**src/rtl/etmf_pkg.sv**
```systemverilog
// Package for the edge-truncated median filter.
// Holds sizes, the window request type and the front state encoding.
`default_nettype none
package etmf_pkg;

    localparam int HALF_WIDTH  = 3;
    localparam int SAMPLE_BITS = 16;
    localparam int HIST_DEPTH  = 2 * HALF_WIDTH;
    localparam int WIN_MAX     = 2 * HALF_WIDTH + 1;
    localparam int CNT_BITS    = $clog2(WIN_MAX + 1);
    localparam int IDX_BITS    = $clog2(WIN_MAX);
    localparam int EXT_BITS    = SAMPLE_BITS + 1;
    localparam int SORT_STAGES = WIN_MAX;
    localparam int Q_DEPTH     = 4;
    localparam int QPTR_BITS   = $clog2(Q_DEPTH);
    localparam int QCNT_BITS   = $clog2(Q_DEPTH + 1);

    // Pad value above any sample, so padded slots sort to the top.
    localparam logic [EXT_BITS-1:0] PAD_VALUE = EXT_BITS'(2 ** (SAMPLE_BITS - 1));

    typedef logic signed [SAMPLE_BITS-1:0] sample_t;
    typedef logic signed [EXT_BITS-1:0]    ext_t;
    typedef logic [CNT_BITS-1:0]           cnt_t;
    typedef logic [IDX_BITS-1:0]           idx_t;

    // One window request: samples packed from slot 0, count of valid slots, final mark.
    typedef struct packed {
        logic [WIN_MAX-1:0][SAMPLE_BITS-1:0] win;
        cnt_t                                cnt;
        logic                                fin;
    } req_t;

    typedef enum logic {
        ST_RUN,
        ST_FLUSH
    } front_state_t;

endpackage
`default_nettype wire

```
**src/rtl/etmf_front.sv**
```systemverilog
// Front end: takes samples, keeps the history and issues window requests.
// Depends on etmf_pkg.
`default_nettype none
module etmf_front (
    input  wire logic             clk,
    input  wire logic             rst_n,
    input  wire etmf_pkg::sample_t sample,
    input  wire logic             last,
    input  wire logic             sample_valid,
    output logic                  sample_ready,
    output logic                  push,
    output etmf_pkg::req_t        push_data,
    input  wire logic             full
);
    import etmf_pkg::*;

    sample_t      hist_reg [HIST_DEPTH];
    cnt_t         seen_reg;
    cnt_t         seen_next;
    front_state_t state_reg;
    front_state_t state_next;
    logic [WIN_MAX-1:0][SAMPLE_BITS-1:0] fl_win_reg;
    cnt_t         fl_n_reg;
    cnt_t         fl_q_reg;

    logic [WIN_MAX-1:0][SAMPLE_BITS-1:0] win_cur;
    logic [WIN_MAX-1:0][SAMPLE_BITS-1:0] win_sh;
    cnt_t         n_cur;
    cnt_t         start_q;
    cnt_t         fl_lo;
    logic         accept;
    logic         fl_end;

    assign n_cur   = seen_reg + cnt_t'(1);
    assign start_q = (seen_reg > cnt_t'(HALF_WIDTH)) ? seen_reg - cnt_t'(HALF_WIDTH) : '0;
    assign accept  = sample_valid && sample_ready;
    assign fl_lo   = (fl_q_reg > cnt_t'(HALF_WIDTH)) ? fl_q_reg - cnt_t'(HALF_WIDTH) : '0;
    assign fl_end  = (fl_q_reg == fl_n_reg - cnt_t'(1));

    always_comb
    begin
        for (int i = 0; i < HIST_DEPTH; i++)
        begin
            win_cur[i] = (cnt_t'(i) < seen_reg) ? hist_reg[i] : sample;
        end
        win_cur[HIST_DEPTH] = sample;
    end

    always_comb
    begin
        win_sh = fl_win_reg;
        for (int i = 0; i < WIN_MAX; i++)
        begin
            for (int l = 0; l <= HALF_WIDTH; l++)
            begin
                if ((fl_lo == cnt_t'(l)) && (i + l < WIN_MAX))
                begin
                    win_sh[i] = fl_win_reg[i + l];
                end
            end
        end
    end

    always_comb
    begin
        state_next = state_reg;
        case (state_reg)
            ST_RUN:
            begin
                if (accept && last)
                begin
                    state_next = ST_FLUSH;
                end
            end
            ST_FLUSH:
            begin
                if (!full && fl_end)
                begin
                    state_next = ST_RUN;
                end
            end
            default:
            begin
                state_next = ST_RUN;
            end
        endcase
    end

    always_comb
    begin
        sample_ready  = 1'b0;
        push          = 1'b0;
        push_data.win = win_cur;
        push_data.cnt = n_cur;
        push_data.fin = 1'b0;
        case (state_reg)
            ST_RUN:
            begin
                sample_ready = !full;
                push         = sample_valid && !full && !last
                               && (n_cur >= cnt_t'(HALF_WIDTH + 1));
            end
            ST_FLUSH:
            begin
                push          = !full;
                push_data.win = win_sh;
                push_data.cnt = fl_n_reg - fl_lo;
                push_data.fin = fl_end;
            end
            default:
            begin
                sample_ready = 1'b0;
            end
        endcase
    end

    always_comb
    begin
        seen_next = seen_reg;
        if (accept)
        begin
            if (last)
            begin
                seen_next = '0;
            end
            else if (seen_reg < cnt_t'(HIST_DEPTH))
            begin
                seen_next = seen_reg + cnt_t'(1);
            end
        end
    end

    always_ff @(posedge clk or negedge rst_n)
    begin
        if (!rst_n)
        begin
            state_reg <= ST_RUN;
            seen_reg  <= '0;
            fl_n_reg  <= '0;
            fl_q_reg  <= '0;
        end
        else
        begin
            state_reg <= state_next;
            seen_reg  <= seen_next;
            if (accept && last)
            begin
                fl_n_reg <= n_cur;
                fl_q_reg <= start_q;
            end
            else if (state_reg == ST_FLUSH && !full)
            begin
                fl_q_reg <= fl_q_reg + cnt_t'(1);
            end
        end
    end

    always_ff @(posedge clk)
    begin
        if (accept)
        begin
            if (last)
            begin
                fl_win_reg <= win_cur;
            end
            else if (seen_reg < cnt_t'(HIST_DEPTH))
            begin
                for (int i = 0; i < HIST_DEPTH; i++)
                begin
                    if (cnt_t'(i) == seen_reg)
                    begin
                        hist_reg[i] <= sample;
                    end
                end
            end
            else
            begin
                for (int i = 0; i < HIST_DEPTH - 1; i++)
                begin
                    hist_reg[i] <= hist_reg[i + 1];
                end
                hist_reg[HIST_DEPTH - 1] <= sample;
            end
        end
    end

endmodule
`default_nettype wire

```
**src/rtl/etmf_fifo.sv**
```systemverilog
// Short request queue between front end and back end.
// Depends on etmf_pkg.
`default_nettype none
module etmf_fifo (
    input  wire logic          clk,
    input  wire logic          rst_n,
    input  wire logic          push,
    input  wire etmf_pkg::req_t push_data,
    output logic               full,
    input  wire logic          pop,
    output etmf_pkg::req_t     pop_data,
    output logic               empty
);
    import etmf_pkg::*;

    req_t                  mem [Q_DEPTH];
    logic [QPTR_BITS-1:0]  wr_ptr_reg;
    logic [QPTR_BITS-1:0]  rd_ptr_reg;
    logic [QCNT_BITS-1:0]  count_reg;
    logic [QCNT_BITS-1:0]  count_next;

    assign full     = (count_reg == QCNT_BITS'(Q_DEPTH));
    assign empty    = (count_reg == '0);
    assign pop_data = mem[rd_ptr_reg];

    always_comb
    begin
        count_next = count_reg;
        if (push && !pop)
        begin
            count_next = count_reg + QCNT_BITS'(1);
        end
        else if (pop && !push)
        begin
            count_next = count_reg - QCNT_BITS'(1);
        end
    end

    always_ff @(posedge clk or negedge rst_n)
    begin
        if (!rst_n)
        begin
            wr_ptr_reg <= '0;
            rd_ptr_reg <= '0;
            count_reg  <= '0;
        end
        else
        begin
            count_reg <= count_next;
            if (push)
            begin
                wr_ptr_reg <= wr_ptr_reg + QPTR_BITS'(1);
            end
            if (pop)
            begin
                rd_ptr_reg <= rd_ptr_reg + QPTR_BITS'(1);
            end
        end
    end

    always_ff @(posedge clk)
    begin
        if (push)
        begin
            mem[wr_ptr_reg] <= push_data;
        end
    end

endmodule
`default_nettype wire

```
**src/rtl/etmf_back.sv**
```systemverilog
// Back end: pipelined odd-even transposition sort and middle-value pick (mean of the middle pair for an even count).
// Depends on etmf_pkg.
`default_nettype none
module etmf_back (
    input  wire logic          clk,
    input  wire logic          rst_n,
    input  wire etmf_pkg::req_t pop_data,
    input  wire logic          empty,
    output logic               pop,
    output etmf_pkg::sample_t  filtered,
    output logic               final_res,
    output logic               result_valid,
    input  wire logic          result_ready
);
    import etmf_pkg::*;

    ext_t    st_reg     [SORT_STAGES+1][WIN_MAX];
    cnt_t    st_cnt_reg [SORT_STAGES+1];
    logic    st_fin_reg [SORT_STAGES+1];
    logic    st_vld_reg [SORT_STAGES+1];
    ext_t    cx         [SORT_STAGES][WIN_MAX];
    ext_t    ld         [WIN_MAX];

    logic    out_vld_reg;
    sample_t out_val_reg;
    logic    out_fin_reg;

    logic    adv;
    idx_t    idx_a;
    idx_t    idx_b;
    ext_t    mid_a;
    ext_t    mid_b;
    logic signed [EXT_BITS:0] mid_sum;
    logic signed [EXT_BITS:0] mid_mean;

    assign adv          = !out_vld_reg || result_ready;
    assign pop          = adv && !empty;
    assign result_valid = out_vld_reg;
    assign filtered     = out_val_reg;
    assign final_res    = out_fin_reg;

    always_comb
    begin
        for (int i = 0; i < WIN_MAX; i++)
        begin
            if (cnt_t'(i) < pop_data.cnt)
            begin
                ld[i] = {pop_data.win[i][SAMPLE_BITS-1], pop_data.win[i]};
            end
            else
            begin
                ld[i] = PAD_VALUE;
            end
        end
    end

    always_comb
    begin
        for (int s = 0; s < SORT_STAGES; s++)
        begin
            for (int i = 0; i < WIN_MAX; i++)
            begin
                cx[s][i] = st_reg[s][i];
            end
            for (int i = s % 2; i + 1 < WIN_MAX; i += 2)
            begin
                if (st_reg[s][i] > st_reg[s][i + 1])
                begin
                    cx[s][i]     = st_reg[s][i + 1];
                    cx[s][i + 1] = st_reg[s][i];
                end
            end
        end
    end

    // Odd count: both picks land on the same slot.
    assign idx_a    = idx_t'((st_cnt_reg[SORT_STAGES] - cnt_t'(1)) >> 1);
    assign idx_b    = idx_t'(st_cnt_reg[SORT_STAGES] >> 1);
    assign mid_a    = st_reg[SORT_STAGES][idx_a];
    assign mid_b    = st_reg[SORT_STAGES][idx_b];
    assign mid_sum  = {mid_a[EXT_BITS-1], mid_a} + {mid_b[EXT_BITS-1], mid_b};
    assign mid_mean = mid_sum >>> 1;

    always_ff @(posedge clk or negedge rst_n)
    begin
        if (!rst_n)
        begin
            for (int s = 0; s <= SORT_STAGES; s++)
            begin
                st_vld_reg[s] <= 1'b0;
            end
            out_vld_reg <= 1'b0;
        end
        else if (adv)
        begin
            st_vld_reg[0] <= pop;
            for (int s = 1; s <= SORT_STAGES; s++)
            begin
                st_vld_reg[s] <= st_vld_reg[s - 1];
            end
            out_vld_reg <= st_vld_reg[SORT_STAGES];
        end
    end

    always_ff @(posedge clk)
    begin
        if (adv)
        begin
            for (int i = 0; i < WIN_MAX; i++)
            begin
                st_reg[0][i] <= ld[i];
            end
            st_cnt_reg[0] <= pop_data.cnt;
            st_fin_reg[0] <= pop_data.fin;
            for (int s = 1; s <= SORT_STAGES; s++)
            begin
                for (int i = 0; i < WIN_MAX; i++)
                begin
                    st_reg[s][i] <= cx[s - 1][i];
                end
                st_cnt_reg[s] <= st_cnt_reg[s - 1];
                st_fin_reg[s] <= st_fin_reg[s - 1];
            end
            out_val_reg <= mid_mean[SAMPLE_BITS-1:0];
            out_fin_reg <= st_fin_reg[SORT_STAGES];
        end
    end

endmodule
`default_nettype wire

```
**src/rtl/edge_truncated_median_filter.sv**
```systemverilog
// Edge-truncated 7-tap median filter, top level.
// Throughput: one sample per cycle while the request queue has room; a sample marked
// last holds the input off while the front end issues its up to 4 flush windows.
// A queued request passes the queue, 7 sort stages and the median pick to its result;
// results trail the input stream by 3 samples.
// Reset clears control and the sample count; history contents are not cleared.
`default_nettype none
module edge_truncated_median_filter (
    input  wire logic              clk,
    input  wire logic              rst_n,
    input  wire etmf_pkg::sample_t sample,
    input  wire logic              last,
    input  wire logic              sample_valid,
    output logic                   sample_ready,
    output etmf_pkg::sample_t      filtered,
    output logic                   final_res,
    output logic                   result_valid,
    input  wire logic              result_ready
);
    import etmf_pkg::*;

    logic push;
    logic pop;
    logic full;
    logic empty;
    req_t push_data;
    req_t pop_data;

    etmf_front u_front (
        .clk          (clk),
        .rst_n        (rst_n),
        .sample       (sample),
        .last         (last),
        .sample_valid (sample_valid),
        .sample_ready (sample_ready),
        .push         (push),
        .push_data    (push_data),
        .full         (full)
    );

    etmf_fifo u_fifo (
        .clk       (clk),
        .rst_n     (rst_n),
        .push      (push),
        .push_data (push_data),
        .full      (full),
        .pop       (pop),
        .pop_data  (pop_data),
        .empty     (empty)
    );

    etmf_back u_back (
        .clk          (clk),
        .rst_n        (rst_n),
        .pop_data     (pop_data),
        .empty        (empty),
        .pop          (pop),
        .filtered     (filtered),
        .final_res    (final_res),
        .result_valid (result_valid),
        .result_ready (result_ready)
    );

    a_no_overflow: assert property (@(posedge clk) disable iff (!rst_n)
        push |-> !full)
        else $error("request pushed into full queue");

    a_no_underflow: assert property (@(posedge clk) disable iff (!rst_n)
        pop |-> !empty)
        else $error("request popped from empty queue");

    a_last_blocks: assert property (@(posedge clk) disable iff (!rst_n)
        (sample_valid && sample_ready && last) |=> !sample_ready)
        else $error("input taken during flush");

    a_push_lands: assert property (@(posedge clk) disable iff (!rst_n)
        (push && !pop) |=> !empty)
        else $error("pushed request lost");

endmodule
`default_nettype wire

```
**config.mk**
```make
export PLATFORM = sky130hd
export DESIGN_NAME = edge_truncated_median_filter
export DESIGN_NICKNAME = d
export VERILOG_FILES = /design/src/rtl/etmf_pkg.sv /design/src/rtl/etmf_front.sv /design/src/rtl/etmf_fifo.sv /design/src/rtl/etmf_back.sv /design/src/rtl/edge_truncated_median_filter.sv
export SDC_FILE = /design/constraint.sdc
export NUM_CORES = 2
export LEC_CHECK = 0
export ABC_AREA = 1
export BUFFER_PORTS_ARGS = -buffer_cell sky130_fd_sc_hd__buf_2
export CAP_MARGIN = 20
export CORE_ASPECT_RATIO = 0.5
export CORE_MARGIN = 3
export CORE_UTILIZATION = 50
export CTS_CLUSTER_SIZE = 40
export DETAILED_ROUTE_END_ITERATION = 7
export PLACE_DENSITY = 0.61
export RECOVER_POWER = 50
export SYNTH_ARGS = -nofsm -noshare
export SYNTH_HDL_FRONTEND = slang
export SYNTH_SLANG_ARGS = --single-unit
```
**constraint.sdc**
```tcl
create_clock -name clk -period 55.5 [get_ports clk]
set_input_delay 0 -clock clk [delete_from_list [all_inputs] [get_ports clk]]
set_output_delay 0 -clock clk [all_outputs]
set_load 0.005 [all_outputs]
```
==> flow_metrics.env <==
export IMPL_max_slew_margin=-4.77
export IMPL_wl_per_cell_um=19.0
export IMPL_tns_ps=0
export IMPL_gr_usage_met3=0.0307
export IMPL_ys_ff_latch=1546
export IMPL_grtUsageMet1=0.354
export IMPL_hp_class="in -> reg"
export IMPL_grt_setup_unrepaired="no"
export IMPL_r2r_worst_path_cells=8
export IMPL_path_clk_slew_ps=70
export IMPL_synth_cells=7718
export IMPL_endpoint="u_back.st_reg[0][83]$_SDFFCE_PP1P_"
export IMPL_place_port_buffers=39
export IMPL_synth_cell_types=47
export IMPL_post_synth_top_area_fraction=0.603
export IMPL_vias_per_cell=5.41
export IMPL_antenna_found_initial=8
export IMPL_finalCritPeriodShare=0.175
export IMPL_area_delta_synth_final_pct=8.89
export IMPL_ioPinCount=40
export IMPL_worst_setup_path_start_kind="register"
export IMPL_path_cells="clkinvlp_2 -> nand2_1 -> nand3_1 -> nand2_1 -> inv_1 -> o21ai_2 -> nor2_1 -> or2_2"
export IMPL_required_ps=56040
export IMPL_clk_path_buf_depth=4
export IMPL_cp_startpoint="u_fifo.rd_ptr_reg[0]$_DFFE_PN0P_"
export IMPL_yosysSeqAreaShare=0.611
export IMPL_worst_path_largest_cell_delay_ps=4540
export IMPL_drtIter0Drc=5012
export IMPL_ant_nets=0
export IMPL_core_mm2=0.150
export IMPL_die_x_um=556
export IMPL_postCtsSetupBuffers=0
export IMPL_synth_edf_count=1520
export IMPL_synth_area_mm2=0.0757
export IMPL_synth_top_area_cell="edfxtp_1"
export IMPL_grt_busiest_layer="met2"
export IMPL_grt_pass1_vias=48200
export IMPL_dpl_hpwl_um=129000
export IMPL_path_class="reg -> reg"
export IMPL_reg2reg_setup_slack_ps=45780
export IMPL_setup_viol=0
export IMPL_post_cts_resized=0
export IMPL_start_util=0.506
export IMPL_die_y_um=281
export IMPL_grt_max_degree=177
export IMPL_syn_area_per_cell_um2=9.81
export IMPL_drtPass1Iterations=6
export IMPL_htreeDepth=4
export IMPL_max_cap_violations=22
export IMPL_die_area_mm2=0.156
export IMPL_grt_use_total=0.236
export IMPL_root_buffer="clkbuf_16"
export IMPL_violations="max-capacitance violations, max-slew violations"
export IMPL_min_period_ps=9720
export IMPL_ys_warn_count=0
export IMPL_path_buf_inv=2
export IMPL_synth_flop_cell="edfxtp_1"
export IMPL_final_layout_size_suffix_gt1_frac=0.0380
export IMPL_reg2reg_to="u_back.st_reg[0][83]$_SDFFCE_PP1P_"
export IMPL_vias=53000
export IMPL_insertion_delay_ps=790
export IMPL_drc=0
export IMPL_wl_um=186000
export IMPL_hold_buffers=38
export IMPL_cp_end_kind="register"
export IMPL_status="finished with violations"
export IMPL_arrival_ps=10270
export IMPL_stdcell_count=9779
export IMPL_crit_family="buffers and inverters"
export IMPL_cp_common_cell="nand2_1"
export IMPL_cts_sinks=1546
export IMPL_dp_cells=9469
export IMPL_hold_viol_final=0
export IMPL_crit_cells=8
export IMPL_largest_register_ffs=799
export IMPL_worst_pin_slew_ps=8660
export IMPL_grt_pass1_wl_um=286000
export IMPL_r2r_start="u_fifo.rd_ptr_reg[0]$_DFFE_PN0P_"
export IMPL_cts_tree="built"
export IMPL_cp_max_fo=141
export IMPL_globalplace_congestion=0.885
export IMPL_use_met2=0.363
export IMPL_row_count=100
export IMPL_gr_total_overflow=0
export IMPL_cts_buffers=151
export IMPL_cp_slowest_cell="clkinvlp_2"
export IMPL_synthArstFlopShare=0.0168
export IMPL_fmaxAchievable_mhz=103
export IMPL_drv_slew=1432
export IMPL_ys_top_cells_by_area="edfxtp_1 60%, nand2_1 11%, ha_1 5.8%, nand3_1 4.5%, o21ai_0 3.8%"
export IMPL_synth_fp_nets=8095
export IMPL_nNetsFinal=8052
export IMPL_finClkSkew_ps=44.4
[synthesized netlist by cell type (all sizes together) (11+ instances only)]
master and instances:
dfrtp 26, nand2 2219, clkbuf 229, a31oi 13, nand4 52, and2 11
o22ai 48, edfxtp 1520, a21oi 382, or2 17, inv 699, a21o 20
ha 353, buf 131, xor2 16, nand3 690, nor2 628, o211ai 25
o21ai 585
[area by class of cell]
class	instances	area, um^2
Antenna cell	3	7.51
Clock buffer	184	3990
Clock inverter	81	687
Fill cell	13100	67200
Inverter	699	2630
Multi-Input combinational cell	5113	25300
Sequential cell	1546	46300
Tap cell	1989	2490
Timing Repair Buffer	164	1070
[cells in the final DEF, fill, tap and decap left out, types with 11 or more instances in the layout]
cell / instances
a21o_1: 20
a21oi_1: 380
a31oi_1: 13
buf_2: 14
buf_4: 48
bufinv_16: 11
clkbuf_1: 92
clkbuf_16: 155
clkinv_1: 34
clkinv_2: 22
dfrtp_1: 25
dlygate4sd3_1: 37
edfxtp_1: 1520
ha_1: 353
inv_1: 690
nand2_1: 2218
nand3_1: 687
nand4_1: 52
nor2_1: 623
o211ai_1: 25
o21ai_0: 571
o21ai_1: 11
o22ai_1: 48
or2_0: 11
xor2_1: 16
[cells by family (layout without fill, tap and decap cells)]
family                   Yosys count  count (layout)  share of synthesized area
other                              0               3                          0
adder cells (fa/ha/maj)          356             356                     0.0591
AO/OA/AOI/OAI                   1107            1107                     0.0773
multiplexers                       1               1                   0.000149
flip-flops                      1546            1546                      0.611
XOR/XNOR                          22              22                    0.00254
buffers and inverters           1059            1128                     0.0549
AND/OR/NAND/NOR                 3627            3627                      0.195
[worst min-delay path, cell delays in order]
cell and delay (ps):
dlygate4sd3_1 520, buf_2 100, inv_1 50, nand3_1 60
nand2_1 50
[how the worst min path moves through the flow]
stage                            start                           endpoint  cells past startpoint
after floorplan                  rst_n    u_back.result_valid$_DFFE_PN0P_                      0
after global placement           rst_n    u_front.seen_reg[1]$_DFFE_PN0P_                      1
after detailed placement         rst_n    u_front.fl_n_reg[2]$_DFFE_PN0P_                      1
after CTS                   sample[15]  u_front.fl_win_reg[111]$_DFFE_PP_                      2
after global routing      result_ready   u_back.st_vld_reg[7]$_DFFE_PN0P_                      5
final                     result_ready   u_back.st_vld_reg[7]$_DFFE_PN0P_                      5
[through the flow]
step	utilization	setup WS [ps]	instance area, um^2	hold WS (ps)
floorplan	-	30100	75700	-296
global placement	0.518	50980	77600	42.3
detailed placement	0.519	50960	77600	45.9
CTS	0.553	50940	82700	17.2
global route	0.551	44770	82500	50.9
finish	0.551	45780	82500	41.7
[per-layer routing]
layer / part of all wire / routed length (um)
met5: 0 / 0
met4: 0.025 / 4560
met3: 0.063 / 11700
met2: 0.45 / 82800
met1: 0.47 / 86700
Power is left out: the tool's default activity adds up to more than one toggle a clock period on the data nets, which glitch-free logic cannot reach.
